## src/rtl/max_heap_priority_queue_defines.svh

```systemverilog
// Assertion macros for the max-heap priority queue.
// Included by the top level; depends on a signal named clock and one named reset.
`ifndef MAX_HEAP_PRIORITY_QUEUE_DEFINES_SVH
`define MAX_HEAP_PRIORITY_QUEUE_DEFINES_SVH
`ifndef SYNTHESIS
// Same-cycle implication, checked on every clock edge outside reset.
`define MHPQ_ASSERT_NOW(label, ante, cons) \
   label: assert property (@(posedge clock) disable iff (reset) (ante) |-> (cons)) \
      else $error("heap queue check failed");
// Next-cycle implication.
`define MHPQ_ASSERT_NEXT(label, ante, cons) \
   label: assert property (@(posedge clock) disable iff (reset) (ante) |=> (cons)) \
      else $error("heap queue check failed");
`else
`define MHPQ_ASSERT_NOW(label, ante, cons)
`define MHPQ_ASSERT_NEXT(label, ante, cons)
`endif
`endif

```

## src/rtl/mhpq_pkg.sv

```systemverilog
// Shared types and constants for the max-heap priority queue.
// No dependencies.
`timescale 1ns / 1ps
`default_nettype none

package mhpq_pkg;

   localparam int CAPACITY_DEFAULT = 32;
   localparam int QUEUE_DEPTH      = 2;
   localparam int KEY_W            = 32;
   localparam int ENTRIES_W        = 6;

   typedef enum logic {
      OP_INSERT = 1'b0,
      OP_DELETE = 1'b1
   } op_type;

   typedef enum logic [1:0] {
      ST_DONE  = 2'd0,
      ST_FULL  = 2'd1,
      ST_EMPTY = 2'd2
   } status_type;

   typedef struct packed {
      op_type                   operation;
      logic signed [KEY_W-1:0]  key_in;
   } req_type;

   typedef struct packed {
      logic signed [KEY_W-1:0]  removed_key;
      status_type               status;
      logic [ENTRIES_W-1:0]     entries_held;
      logic signed [KEY_W-1:0]  top_key;
   } rsp_type;

   typedef enum logic [3:0] {
      ENG_IDLE,
      ENG_UP_RD,
      ENG_UP_CMP,
      ENG_DN_LAST_RD,
      ENG_DN_LAST,
      ENG_DN_RD,
      ENG_DN_CMP,
      ENG_WR_KEY,
      ENG_EMIT
   } eng_state_type;

endpackage

`default_nettype wire

```

## src/rtl/mhpq_fifo.sv

```systemverilog
// Small register queue used on both sides of the heap engine.
// Depends on nothing but its parameters.
`timescale 1ns / 1ps
`default_nettype none

module mhpq_fifo #(
   parameter int WIDTH = 8,
   parameter int DEPTH = 2
) (
   input  wire logic             clock,
   input  wire logic             reset,
   input  wire logic             push,
   output logic                  full,
   input  wire logic [WIDTH-1:0] din,
   input  wire logic             pop,
   output logic                  empty,
   output logic [WIDTH-1:0]      dout
);

   localparam int PW = (DEPTH > 1) ? $clog2(DEPTH) : 1;
   localparam int CW = $clog2(DEPTH + 1);

   logic [WIDTH-1:0] slot_ff [DEPTH];
   logic [PW-1:0]    wr_ptr_ff, wr_ptr_in;
   logic [PW-1:0]    rd_ptr_ff, rd_ptr_in;
   logic [CW-1:0]    count_ff, count_in;
   logic             do_push, do_pop;

   assign full    = (count_ff == CW'(DEPTH));
   assign empty   = (count_ff == '0);
   assign do_push = push && !full;
   assign do_pop  = pop && !empty;
   assign dout    = slot_ff[rd_ptr_ff];

   always_comb begin
      wr_ptr_in = wr_ptr_ff;
      rd_ptr_in = rd_ptr_ff;
      count_in  = count_ff;
      if (do_push) begin
         wr_ptr_in = (wr_ptr_ff == PW'(DEPTH - 1)) ? '0 : wr_ptr_ff + 1'b1;
      end
      if (do_pop) begin
         rd_ptr_in = (rd_ptr_ff == PW'(DEPTH - 1)) ? '0 : rd_ptr_ff + 1'b1;
      end
      if (do_push && !do_pop) begin
         count_in = count_ff + 1'b1;
      end else if (do_pop && !do_push) begin
         count_in = count_ff - 1'b1;
      end
   end

   always_ff @(posedge clock) begin
      if (reset) begin
         wr_ptr_ff <= '0;
         rd_ptr_ff <= '0;
         count_ff  <= '0;
      end else begin
         wr_ptr_ff <= wr_ptr_in;
         rd_ptr_ff <= rd_ptr_in;
         count_ff  <= count_in;
      end
   end

   always_ff @(posedge clock) begin
      if (do_push) begin
         slot_ff[wr_ptr_ff] <= din;
      end
   end

endmodule

`default_nettype wire

```

## src/rtl/mhpq_engine.sv

```systemverilog
// Heap engine: takes commands from the request queue, sifts keys through the
// heap memory and writes one result per command. Depends on mhpq_pkg.
`timescale 1ns / 1ps
`default_nettype none

module mhpq_engine #(
   parameter int CAPACITY = mhpq_pkg::CAPACITY_DEFAULT
) (
   input  wire logic              clock,
   input  wire logic              reset,
   input  wire logic              cmd_empty,
   input  wire mhpq_pkg::req_type cmd_item,
   output logic                   cmd_pop,
   input  wire logic              rsp_full,
   output logic                   rsp_push,
   output mhpq_pkg::rsp_type      rsp_item
);

   localparam int AW = $clog2(CAPACITY);
   localparam int CW = $clog2(CAPACITY + 1);
   localparam int KW = mhpq_pkg::KEY_W;

   mhpq_pkg::eng_state_type state_ff, state_in;

   logic [CW-1:0]         count_ff, count_in;
   logic [AW-1:0]         pos_ff, pos_in;
   logic signed [KW-1:0]  key_ff, key_in;
   logic signed [KW-1:0]  root_ff, root_in;
   logic signed [KW-1:0]  removed_ff, removed_in;
   mhpq_pkg::status_type  status_ff, status_in;

   logic signed [KW-1:0]  heap_mem [CAPACITY];
   logic signed [KW-1:0]  rd_a_ff, rd_b_ff;
   logic [AW-1:0]         rd_addr_a, rd_addr_b;
   logic                  mem_we;
   logic [AW-1:0]         mem_waddr;
   logic signed [KW-1:0]  mem_wdata;

   // Tree navigation from the current hole position.
   logic [AW-1:0]         parent_idx;
   logic [AW:0]           left_idx, right_idx;
   logic                  left_ok, right_ok;
   logic signed [KW-1:0]  big_val;
   logic                  take_left, take_right;
   logic [AW-1:0]         child_idx;
   logic signed [KW-1:0]  child_val;

   assign parent_idx = (pos_ff - 1'b1) >> 1;
   assign left_idx   = {pos_ff, 1'b1};
   assign right_idx  = {pos_ff, 1'b0} + 1'b1 + 1'b1;
   assign left_ok    = left_idx < (AW + 1)'(count_ff);
   assign right_ok   = right_idx < (AW + 1)'(count_ff);
   assign take_left  = key_ff < rd_a_ff;
   assign big_val    = take_left ? rd_a_ff : key_ff;
   assign take_right = right_ok && (big_val < rd_b_ff);
   assign child_idx  = take_right ? right_idx[AW-1:0] : left_idx[AW-1:0];
   assign child_val  = take_right ? rd_b_ff : rd_a_ff;

   // Next state and register updates.
   always_comb begin
      state_in   = state_ff;
      count_in   = count_ff;
      pos_in     = pos_ff;
      key_in     = key_ff;
      root_in    = root_ff;
      removed_in = removed_ff;
      status_in  = status_ff;
      case (state_ff)
         mhpq_pkg::ENG_IDLE: begin
            if (!cmd_empty && !rsp_full) begin
               removed_in = '0;
               status_in  = mhpq_pkg::ST_DONE;
               if (cmd_item.operation == mhpq_pkg::OP_INSERT) begin
                  if (count_ff == CW'(CAPACITY)) begin
                     status_in = mhpq_pkg::ST_FULL;
                     state_in  = mhpq_pkg::ENG_EMIT;
                  end else begin
                     key_in   = cmd_item.key_in;
                     pos_in   = count_ff[AW-1:0];
                     count_in = count_ff + 1'b1;
                     state_in = (count_ff == '0) ? mhpq_pkg::ENG_WR_KEY
                                                 : mhpq_pkg::ENG_UP_RD;
                  end
               end else begin
                  if (count_ff == '0) begin
                     status_in = mhpq_pkg::ST_EMPTY;
                     state_in  = mhpq_pkg::ENG_EMIT;
                  end else begin
                     removed_in = root_ff;
                     count_in   = count_ff - 1'b1;
                     state_in   = (count_ff == CW'(1)) ? mhpq_pkg::ENG_EMIT
                                                       : mhpq_pkg::ENG_DN_LAST_RD;
                  end
               end
            end
         end
         mhpq_pkg::ENG_UP_RD: begin
            state_in = mhpq_pkg::ENG_UP_CMP;
         end
         mhpq_pkg::ENG_UP_CMP: begin
            if (key_ff > rd_a_ff) begin
               pos_in   = parent_idx;
               state_in = (parent_idx == '0) ? mhpq_pkg::ENG_WR_KEY
                                             : mhpq_pkg::ENG_UP_RD;
            end else begin
               state_in = mhpq_pkg::ENG_WR_KEY;
            end
         end
         mhpq_pkg::ENG_DN_LAST_RD: begin
            state_in = mhpq_pkg::ENG_DN_LAST;
         end
         mhpq_pkg::ENG_DN_LAST: begin
            key_in   = rd_a_ff;
            pos_in   = '0;
            state_in = mhpq_pkg::ENG_DN_RD;
         end
         mhpq_pkg::ENG_DN_RD: begin
            state_in = left_ok ? mhpq_pkg::ENG_DN_CMP : mhpq_pkg::ENG_WR_KEY;
         end
         mhpq_pkg::ENG_DN_CMP: begin
            if (take_left || take_right) begin
               if (pos_ff == '0) begin
                  root_in = child_val;
               end
               pos_in   = child_idx;
               state_in = mhpq_pkg::ENG_DN_RD;
            end else begin
               state_in = mhpq_pkg::ENG_WR_KEY;
            end
         end
         mhpq_pkg::ENG_WR_KEY: begin
            if (pos_ff == '0) begin
               root_in = key_ff;
            end
            state_in = mhpq_pkg::ENG_EMIT;
         end
         mhpq_pkg::ENG_EMIT: begin
            state_in = mhpq_pkg::ENG_IDLE;
         end
         default: begin
            state_in = mhpq_pkg::ENG_IDLE;
         end
      endcase
   end

   // Memory, queue and result controls.
   always_comb begin
      cmd_pop   = 1'b0;
      rsp_push  = 1'b0;
      mem_we    = 1'b0;
      mem_waddr = pos_ff;
      mem_wdata = key_ff;
      rd_addr_a = parent_idx;
      rd_addr_b = parent_idx;
      case (state_ff)
         mhpq_pkg::ENG_IDLE: begin
            cmd_pop = !cmd_empty && !rsp_full;
         end
         mhpq_pkg::ENG_UP_CMP: begin
            if (key_ff > rd_a_ff) begin
               mem_we    = 1'b1;
               mem_wdata = rd_a_ff;
            end
         end
         mhpq_pkg::ENG_DN_LAST_RD: begin
            rd_addr_a = count_ff[AW-1:0];
         end
         mhpq_pkg::ENG_DN_RD: begin
            rd_addr_a = left_idx[AW-1:0];
            rd_addr_b = right_ok ? right_idx[AW-1:0] : left_idx[AW-1:0];
         end
         mhpq_pkg::ENG_DN_CMP: begin
            if (take_left || take_right) begin
               mem_we    = 1'b1;
               mem_wdata = child_val;
            end
         end
         mhpq_pkg::ENG_WR_KEY: begin
            mem_we = 1'b1;
         end
         mhpq_pkg::ENG_EMIT: begin
            rsp_push = 1'b1;
         end
         default: begin
            cmd_pop = 1'b0;
         end
      endcase
   end

   assign rsp_item.removed_key  = removed_ff;
   assign rsp_item.status       = status_ff;
   assign rsp_item.entries_held = mhpq_pkg::ENTRIES_W'(count_ff);
   assign rsp_item.top_key      = (count_ff == '0) ? '0 : root_ff;

   always_ff @(posedge clock) begin
      if (reset) begin
         state_ff <= mhpq_pkg::ENG_IDLE;
         count_ff <= '0;
      end else begin
         state_ff <= state_in;
         count_ff <= count_in;
      end
   end

   always_ff @(posedge clock) begin
      pos_ff     <= pos_in;
      key_ff     <= key_in;
      root_ff    <= root_in;
      removed_ff <= removed_in;
      status_ff  <= status_in;
   end

   always_ff @(posedge clock) begin
      if (mem_we) begin
         heap_mem[mem_waddr] <= mem_wdata;
      end
      rd_a_ff <= heap_mem[rd_addr_a];
      rd_b_ff <= heap_mem[rd_addr_b];
   end

endmodule

`default_nettype wire

```

## src/rtl/max_heap_priority_queue.sv

```systemverilog
// Top level of the bounded max-heap priority queue: request queue, heap
// engine and result queue. Depends on mhpq_pkg, mhpq_fifo, mhpq_engine.
//
//   Channel   Direction  Handshake          Payload
//   req_      in         req_push/req_full  req_item (mhpq_pkg::req_type)
//   rsp_      out        rsp_pop/rsp_empty  rsp_item (mhpq_pkg::rsp_type)
//
// Each item is worked on alone by the engine, which owns a single heap memory
// with one write and two registered read ports. The engine goes straight to
// its result on a rejected insert or delete and on a delete that empties the
// heap. An insert compares the key with each parent on its way up, moving the
// parent down while the key is greater. A delete that leaves keys moves the
// last key to the root and sifts it down, reading both children, comparing and
// writing the larger child up per level, through at most log2 of CAPACITY
// levels, until the key stops or reaches a node with no child.
// An item reaches the engine only once it is registered in the request queue.
// Reset clears the queues and the entry count; the heap memory is not cleared,
// since no slot beyond the count is ever used.
// The request queue takes items while the engine works, until it is full, and
// the result queue holds finished results while the consumer stalls.
`timescale 1ns / 1ps
`default_nettype none
`include "max_heap_priority_queue_defines.svh"

module max_heap_priority_queue #(
   parameter int CAPACITY = mhpq_pkg::CAPACITY_DEFAULT
) (
   input  wire logic              clock,
   input  wire logic              reset,
   input  wire logic              req_push,
   output logic                   req_full,
   input  wire mhpq_pkg::req_type req_item,
   input  wire logic              rsp_pop,
   output logic                   rsp_empty,
   output mhpq_pkg::rsp_type      rsp_item
);

   localparam int REQ_W = $bits(mhpq_pkg::req_type);
   localparam int RSP_W = $bits(mhpq_pkg::rsp_type);

   logic              cmd_empty;
   logic              cmd_pop;
   logic [REQ_W-1:0]  cmd_bits;
   mhpq_pkg::req_type cmd_item;
   logic              res_full;
   logic              res_push;
   mhpq_pkg::rsp_type res_item;
   logic [RSP_W-1:0]  rsp_bits;
   logic              rsp_rej_full;
   logic              rsp_rej_empty;
   logic              rsp_no_keys;

   assign cmd_item = mhpq_pkg::req_type'(cmd_bits);
   assign rsp_item = mhpq_pkg::rsp_type'(rsp_bits);

   // Front: holds accepted items until the engine is free.
   mhpq_fifo #(
      .WIDTH (REQ_W),
      .DEPTH (mhpq_pkg::QUEUE_DEPTH)
   ) u_req_fifo (
      .clock (clock),
      .reset (reset),
      .push  (req_push),
      .full  (req_full),
      .din   (REQ_W'(req_item)),
      .pop   (cmd_pop),
      .empty (cmd_empty),
      .dout  (cmd_bits)
   );

   // Back: the heap itself.
   mhpq_engine #(
      .CAPACITY (CAPACITY)
   ) u_engine (
      .clock     (clock),
      .reset     (reset),
      .cmd_empty (cmd_empty),
      .cmd_item  (cmd_item),
      .cmd_pop   (cmd_pop),
      .rsp_full  (res_full),
      .rsp_push  (res_push),
      .rsp_item  (res_item)
   );

   // Results wait here so the engine never stalls on the consumer mid-item.
   mhpq_fifo #(
      .WIDTH (RSP_W),
      .DEPTH (mhpq_pkg::QUEUE_DEPTH)
   ) u_rsp_fifo (
      .clock (clock),
      .reset (reset),
      .push  (res_push),
      .full  (res_full),
      .din   (RSP_W'(res_item)),
      .pop   (rsp_pop),
      .empty (rsp_empty),
      .dout  (rsp_bits)
   );

   assign rsp_rej_full  = !rsp_empty && (rsp_item.status == mhpq_pkg::ST_FULL);
   assign rsp_rej_empty = !rsp_empty && (rsp_item.status == mhpq_pkg::ST_EMPTY);
   assign rsp_no_keys   = (rsp_item.top_key == '0) && (rsp_item.removed_key == '0);

   // A rejected insert never reports a removed key.
   `MHPQ_ASSERT_NOW(a_full_no_removed, rsp_rej_full, rsp_item.removed_key == '0)
   // A rejected delete means the heap was and stays empty.
   `MHPQ_ASSERT_NOW(a_empty_reject, rsp_rej_empty, rsp_no_keys)
   // The engine writes a result only when the result queue has room.
   `MHPQ_ASSERT_NOW(a_push_room, res_push, !res_full)

endmodule

`default_nettype wire
```

## config.mk

```make
export PLATFORM = sky130hd
export DESIGN_NAME = max_heap_priority_queue
export DESIGN_NICKNAME = d
export VERILOG_FILES = /design/src/rtl/mhpq_pkg.sv /design/src/rtl/mhpq_fifo.sv /design/src/rtl/mhpq_engine.sv /design/src/rtl/max_heap_priority_queue.sv
export VERILOG_INCLUDE_DIRS = /design/src /design/src/rtl
export SDC_FILE = /design/constraint.sdc
export NUM_CORES = 2
export LEC_CHECK = 0
export BUFFER_PORTS_ARGS = -buffer_cell sky130_fd_sc_hd__buf_2
export CAP_MARGIN = 5
export CORE_MARGIN = 3
export CORE_UTILIZATION = 40
export DETAILED_ROUTE_END_ITERATION = 7
export GPL_TIMING_DRIVEN = 0
export PLACE_DENSITY = 0.56
export SYNTH_ARGS = -nofsm -noshare
export SYNTH_HDL_FRONTEND = slang
export SYNTH_HIERARCHICAL = 1
export SYNTH_SLANG_ARGS = --single-unit
```

## constraint.sdc

```tcl
create_clock -name clock -period 10.1 [get_ports clock]
set_input_delay 0 -clock clock [delete_from_list [all_inputs] [get_ports clock]]
set_output_delay 0 -clock clock [all_outputs]
set_load 0.02 [all_outputs]
```

Word-level counts from Yosys, hierarchy flattened:

Memories as Yosys holds them, arrays and structs flattened. A register that Yosys moved wholly into a read port is not among the register bits.
Index checks and enable logic that the tools add are counted.

* flip-flop bits (word level): 121
* RAM bits: 1234
* input bits: 37
* output and inout port bits: 74
* word-level logic and storage cells: 154
* memories: 3

Memory list
* u_engine.heap_mem: words 32, bits a word 32, rd ports 2, clocked after memory_dff 2, wr ports 1, RTL line mhpq_engine.sv:32 `logic signed [KW-1:0] heap_mem [CAPACITY];`
* u_rsp_fifo.slot_ff: words 2, bits a word 72, rd ports 1, clocked after memory_dff 1, wr ports 1, RTL line mhpq_fifo.sv:23 `logic [WIDTH-1:0] slot_ff [DEPTH];`
* u_req_fifo.slot_ff: words 2, bits a word 33, rd ports 1, clocked after memory_dff 1, wr ports 1, RTL line mhpq_fifo.sv:23

* $add $sub $neg: 13
* $lt $le $gt $ge: 5
* eq/ne operators: 21
* multiplexer cells: 64
* reductions and logical operators: 35

Operators with widths (number)
* 32-bit 2-to-1 mux: 11
* 32-bit one-hot mux with 2 select lines: 3
* 32-bit < comparator: 2
* 5-bit 2-to-1 mux: 8
* 32-bit > comparator: 1
* 4-bit one-hot mux with 8 select lines: 1
* 4-bit 2-to-1 mux: 6
* 1-bit 2-to-1 mux: 20
* 5-bit one-hot mux with 4 select lines: 1
* 6-bit by 1-bit adder with 6-bit output (second input constant): 3
* 6-bit 2-to-1 mux: 3
* 4-bit by 3-bit == test with 1-bit output (second input constant): 4
* 2-bit 2-to-1 mux: 7
* 6-bit < comparator: 2
* 2-bit by 1-bit != test with 1-bit output (second input constant): 6
* 4-bit AND reduction: 3
* 1-bit logical AND: 10
* 5-bit zero test: 2
* 5-bit one-hot mux with 2 select lines: 1
* 4-bit by 2-bit == test with 1-bit output (second input constant): 2
* 1-bit zero test: 8
* 2-bit nonzero test: 4
* 6-bit by 1-bit == test with 1-bit output (second input constant): 1
* 6-bit == test (second input constant): 1
* 18 further kinds: 28

Depth between registers and ports, before layout:

* word-level depth: 9
* mapped depth: 22
* mapped depth without buffers: 19

Cells and area by module:

Netlist, hierarchy kept.

By module, submodules not included
* mhpq_engine: times used 1, cells each 4873, area an instance 60031.3 µm², seq. area each 35323.9 µm²
* mhpq_fifo (u_rsp_fifo): times used 1, cells each 249, area an instance 5392.7 µm², seq. area each 4424.2 µm²
* mhpq_fifo (u_req_fifo): times used 1, cells each 128, area an instance 2591.2 µm², seq. area each 2082.0 µm²

Worst setup path before layout:

Ideal clock, no wire load.

* path kind: flip-flop to flip-flop
* start point: register u_engine.key_ff[7]
* end point: memory u_engine/heap_mem[15][0] (netlist bit) (enable)
* library setup time: 0.470 ns
* arrival: 7.663 ns
* required time: 9.630 ns
* path slack: 1.968 ns
* cell stages (with the launch flop): 21
* buffers on the path: 2
* clock period less this slack: 8.132 ns
* cell sequence: edfxtp_1 -> ha_1 -> a21oi_1 -> nand3_1 -> a221o_1 -> o31a_1 -> nor4_4 -> clkbuf_1 -> mux2_2 -> ha_1 -> nand2_1 -> nor4_1 -> o211ai_1 -> a32oi_1 -> nor4b_1 -> mux2_1 -> or3_1 -> a21oi_1 -> buf_2 -> o21ai_1 -> a211oi_1

* cells in the longest elaborated chain, start to end: 9
* elaborated cells between the ends (all ways): 11
* those cells by class: 3 x order compare; 6 x mux; 2 x reduce/logical

RTL lines
* start: declaration: RTL line mhpq_engine.sv:27 `logic signed [KW-1:0] key_ff, key_in;`
* start signal: assignment: RTL line mhpq_engine.sv:207 `key_ff <= key_in;`
* 32-bit < comparator: RTL line mhpq_engine.sv:53 `assign take_left = key_ff < rd_a_ff;`
* 32-bit 2-to-1 mux: RTL line mhpq_engine.sv:54 `assign big_val = take_left ? rd_a_ff : key_ff;`
* 32-bit < comparator: RTL line mhpq_engine.sv:55 `assign take_right = right_ok && (big_val < rd_b_ff);`
* 1-bit logical AND: RTL line mhpq_engine.sv:55
* 1-bit logical OR: RTL line mhpq_engine.sv:173 `if (take_left || take_right) begin`
* 1-bit 2-to-1 mux: RTL line mhpq_engine.sv:173
* 1-bit one-hot mux with 3 select lines (*): RTL line mhpq_engine.sv:155 `case (state_ff)`
* 1-bit 2-to-1 mux (*): RTL line mhpq_engine.sv:214 `if (mem_we) begin`
* 1-bit 2-to-1 mux (not written as such) (*): RTL line mhpq_engine.sv:215 `heap_mem[mem_waddr] <= mem_wdata;`
* end: declaration: RTL line mhpq_engine.sv:32

Every way passes the cells marked *; elsewhere a longest branch is shown, timed or not.

Final worst setup path:

* start point: register u_engine.rd_a_ff[7], read port of u_engine.heap_mem
* end point: memory u_engine/heap_mem[9][23] (netlist bit) (enable)

* cells in the longest elaborated chain, start to end: 9
* elaborated cells between the ends (all ways): 11
* those cells by class: 3 x order compare; 6 x mux; 2 x reduce/logical

RTL lines
* start: declaration: RTL line mhpq_engine.sv:33 `logic signed [KW-1:0] rd_a_ff, rd_b_ff;`
* 32-bit < comparator: RTL line mhpq_engine.sv:53
* 32-bit 2-to-1 mux: RTL line mhpq_engine.sv:54
* 32-bit < comparator: RTL line mhpq_engine.sv:55
* 1-bit logical AND: RTL line mhpq_engine.sv:55
* 1-bit logical OR: RTL line mhpq_engine.sv:173
* 1-bit 2-to-1 mux: RTL line mhpq_engine.sv:173
* 1-bit one-hot mux with 3 select lines (*): RTL line mhpq_engine.sv:155
* 1-bit 2-to-1 mux (*): RTL line mhpq_engine.sv:214
* 1-bit 2-to-1 mux (not written as such) (*): RTL line mhpq_engine.sv:215

Marks and branches as above.

==> impl_metrics.env <==
export IMPL_syn_avg_cell_area_um2=12.96
export IMPL_layout_common_cells="1337 x edfxtp_1, 806 x mux2i_1, 675 x nand2_1"
export IMPL_final_common_cell="edfxtp_1"
export IMPL_fin_area_um2=79080
export IMPL_drt_total_wl_um=250800
export IMPL_startpoint_type="flip-flop"
export IMPL_hold_viol_final=0
export IMPL_cts_tree="yes"
export IMPL_firstDrtPassIters=8
export IMPL_postSynthCellCount=5250
export IMPL_start_util_pct=40.49
export IMPL_synthDominantCellAreaShare_pct=59.03
export IMPL_period_needed_ns=9.581
export IMPL_setup_viol=0
export IMPL_die_area_um2=175000
export IMPL_synth_top_area_cell="edfxtp_1"
export IMPL_synthDistinctLibCells=58
export IMPL_synth_nets=5370
export IMPL_slew_violations=0
export IMPL_nNetsFinal=5777
export IMPL_cts_sinks=1421
export IMPL_grt_pass1_vias=47940
export IMPL_drt_iter0_markers=6046
export IMPL_ant_nets=0
export IMPL_ys_ff_latch=1421
export IMPL_fin_crit_sh_pct=94.86
export IMPL_path_max_fanout=13
export IMPL_area_growth_syn_to_layout_pct=16.27
export IMPL_status="finished, final reports clean"
export IMPL_hpwl_um=182500
export IMPL_wl_per_cell_um=31.39
export IMPL_ys_seq_area_share_pct=61.50
export IMPL_crit_required_ns=10.62
export IMPL_vias=49060
export IMPL_clockBufferDepth=3
export IMPL_antenna_found_initial=20
export IMPL_root_buffer="clkbuf_16"
export IMPL_worst_slew_pin_slew_ns=1.438
export IMPL_grt_pass1_wl_um=347900
export IMPL_critical_path_class="reg2reg"
export IMPL_drc=0
export IMPL_synthArstFlopShare_pct=0
export IMPL_htreeDepth=4
export IMPL_grt_use_total_pct=27.93
export IMPL_max_freq_mhz=104.4
export IMPL_synth_area_leaders="edfxtp_1 59%, mux2i_1 12%, nand2_1 3.7%"
export IMPL_grt_max_degree=65
export IMPL_clk_latency_ns=0.81
export IMPL_rsz0062_at_grt="false"
export IMPL_crit_arrival_ns=10.10
export IMPL_routabilityCongestion=0.9424
export IMPL_io_buffers=110
export IMPL_cap_violations=0
export IMPL_viasPerCell=6.140
export IMPL_nFillCells=14890
export IMPL_skew_ns=0.03754
export IMPL_yosys_most_used_dff="edfxtp_1"
export IMPL_setup_tns_ns=0
export IMPL_reg2reg_setup_slack_ns=0.52
export IMPL_syn_area_um2=68020
export IMPL_worstSetupEndpointType="flip-flop"
export IMPL_die_h_um=418.4
export IMPL_yosysWarnings=6
export IMPL_coreArea_um2=168000
export IMPL_ios=111
export IMPL_drive_gt1_share_pct=11.95
export IMPL_dpl_cell_area_um2=72890
export IMPL_hold_path_class="in2reg"
export IMPL_cts_buffers_inserted=157
export IMPL_grt_overflow=0
export IMPL_rows=150
export IMPL_cts_clk_slew_worst_paths_ns=0.06
export IMPL_slew_headroom_pct=3.901
export IMPL_synth_edf_count=1337
export IMPL_dieWidth_um=418.4
export IMPL_cts_setup_buffers=0
path summary, 6_finish.rpt:
kind	from	endpoint	cells past startpoint
max	u_engine/rd_a_ff[7]$_DFF_P_	u_engine/heap_mem[9][23]$_DFFE_PP_	24
max reg2reg	u_engine/rd_a_ff[7]$_DFF_P_	u_engine/heap_mem[9][23]$_DFFE_PP_	24
min	reset	u_rsp_fifo/rd_ptr_ff$_SDFFE_PP0P_	3
min reg2reg	u_engine/removed_ff[5]$_SDFFCE_PN0P_	u_rsp_fifo/slot_ff[0][45]$_DFFE_PP_	0
critical path: stages (launching register included):
cell	delay, ns
dfxtp_1	0.49
inv_1	0.08
ha_1	0.33
a21oi_1	0.16
nand3_1	0.16
a221o_1	0.37
o31a_1	0.34
nor4_4	0.70
clkbuf_1	0.66
mux2_2	0.42
ha_1	0.33
nand2_1	0.08
nor4_1	0.61
o211ai_1	0.24
a32oi_1	0.64
nor4b_1	0.13
mux2_1	0.34
o21ai_1	0.37
a21oi_1	0.17
buf_2	0.26
o21ai_1	0.96
buf_2	0.65
a21oi_4	0.27
buf_16	0.29
buf_16	0.17
cell type report:
type	instances	area, um2	area share, %
antenna	3	7.507	0.009493
buffer	407	1602	2.025
clock buffer	204	4418	5.587
clock inverter	82	700.7	0.8860
inverter	80	302.8	0.3829
multi-input combinational	3342	24690	31.22
sequential	1421	41830	52.90
tap	2204	2758	3.487
timing repair buffer	248	2769	3.501
flip-flops by register name, summed over array words and instances (netlist names), named ones only:
signal / cells
u_engine/count_ff: 6
u_engine/heap_mem: 1024
u_engine/key_ff: 32
u_engine/mem_waddr: 5
u_engine/rd_a_ff: 32
u_engine/rd_b_ff: 32
u_engine/removed_ff: 32
u_engine/root_ff: 32
u_engine/state_ff: 4
u_engine/status_ff: 2
u_req_fifo/count_ff: 2
u_req_fifo/rd_ptr_ff: 1
u_req_fifo/slot_ff: 66
u_req_fifo/wr_ptr_ff: 1
u_rsp_fifo/count_ff: 2
u_rsp_fifo/rd_ptr_ff: 1
u_rsp_fifo/slot_ff: 144
u_rsp_fifo/wr_ptr_ff: 1
cells in the mapped netlist, types with 83 or more instances:
| cell | number |
|---|---|
| a211oi_1 | 324 |
| a21oi_1 | 135 |
| a311oi_1 | 96 |
| a31oi_1 | 134 |
| and2_1 | 290 |
| clkbuf_1 | 328 |
| dfxtp_1 | 84 |
| edfxtp_1 | 1337 |
| ha_1 | 83 |
| mux2_2 | 169 |
| mux2i_1 | 806 |
| nand2_1 | 675 |
| o22ai_1 | 129 |
logic make-up after synthesis:
logic type	Yosys count	synth area share (%)
buffers and inverters	487	2.796
AND/OR/NAND/NOR	1247	8.681
XOR/XNOR	21	0.2704
multiplexers	976	14.68
AO/OA/AOI/OAI	1015	10.55
flip-flops	1421	61.50
adder cells (fa/ha/maj)	83	1.527
per-layer routing:
metal / wire length (um) / part of all wire [%] / GRT usage (%)
met1: 96850 / 39 / 36.13
met2: 114600 / 46 / 45.08
met3: 27370 / 11 / 6.468
met4: 11900 / 4.7 / 11.79
met5: 74 / 0.030 / 0.08336
per-stage QoR:
step	worst slack [ns]	instances	util, %	hold slack, ns
floorplan	1.968	5250	-	0.06907
global placement	-3.760	7564	42.46	0.1902
detailed placement	0.6961	7618	43.40	0.1923
CTS	0.6865	7974	46.86	0.1214
global route	0.2404	7988	47.07	0.1756
finish	0.5190	7991	47.08	0.1560
what timing repair did:
action                                 in CTS  in global routing
endpoints found under the hold margin      90                  0
hold buffers                               70                  0
gates resized for setup                     0                  0
setup endpoints to repair                   0                  0
Power is not shown: default switching activity piles up to over one toggle a cycle in this logic, so the estimate is an artifact.
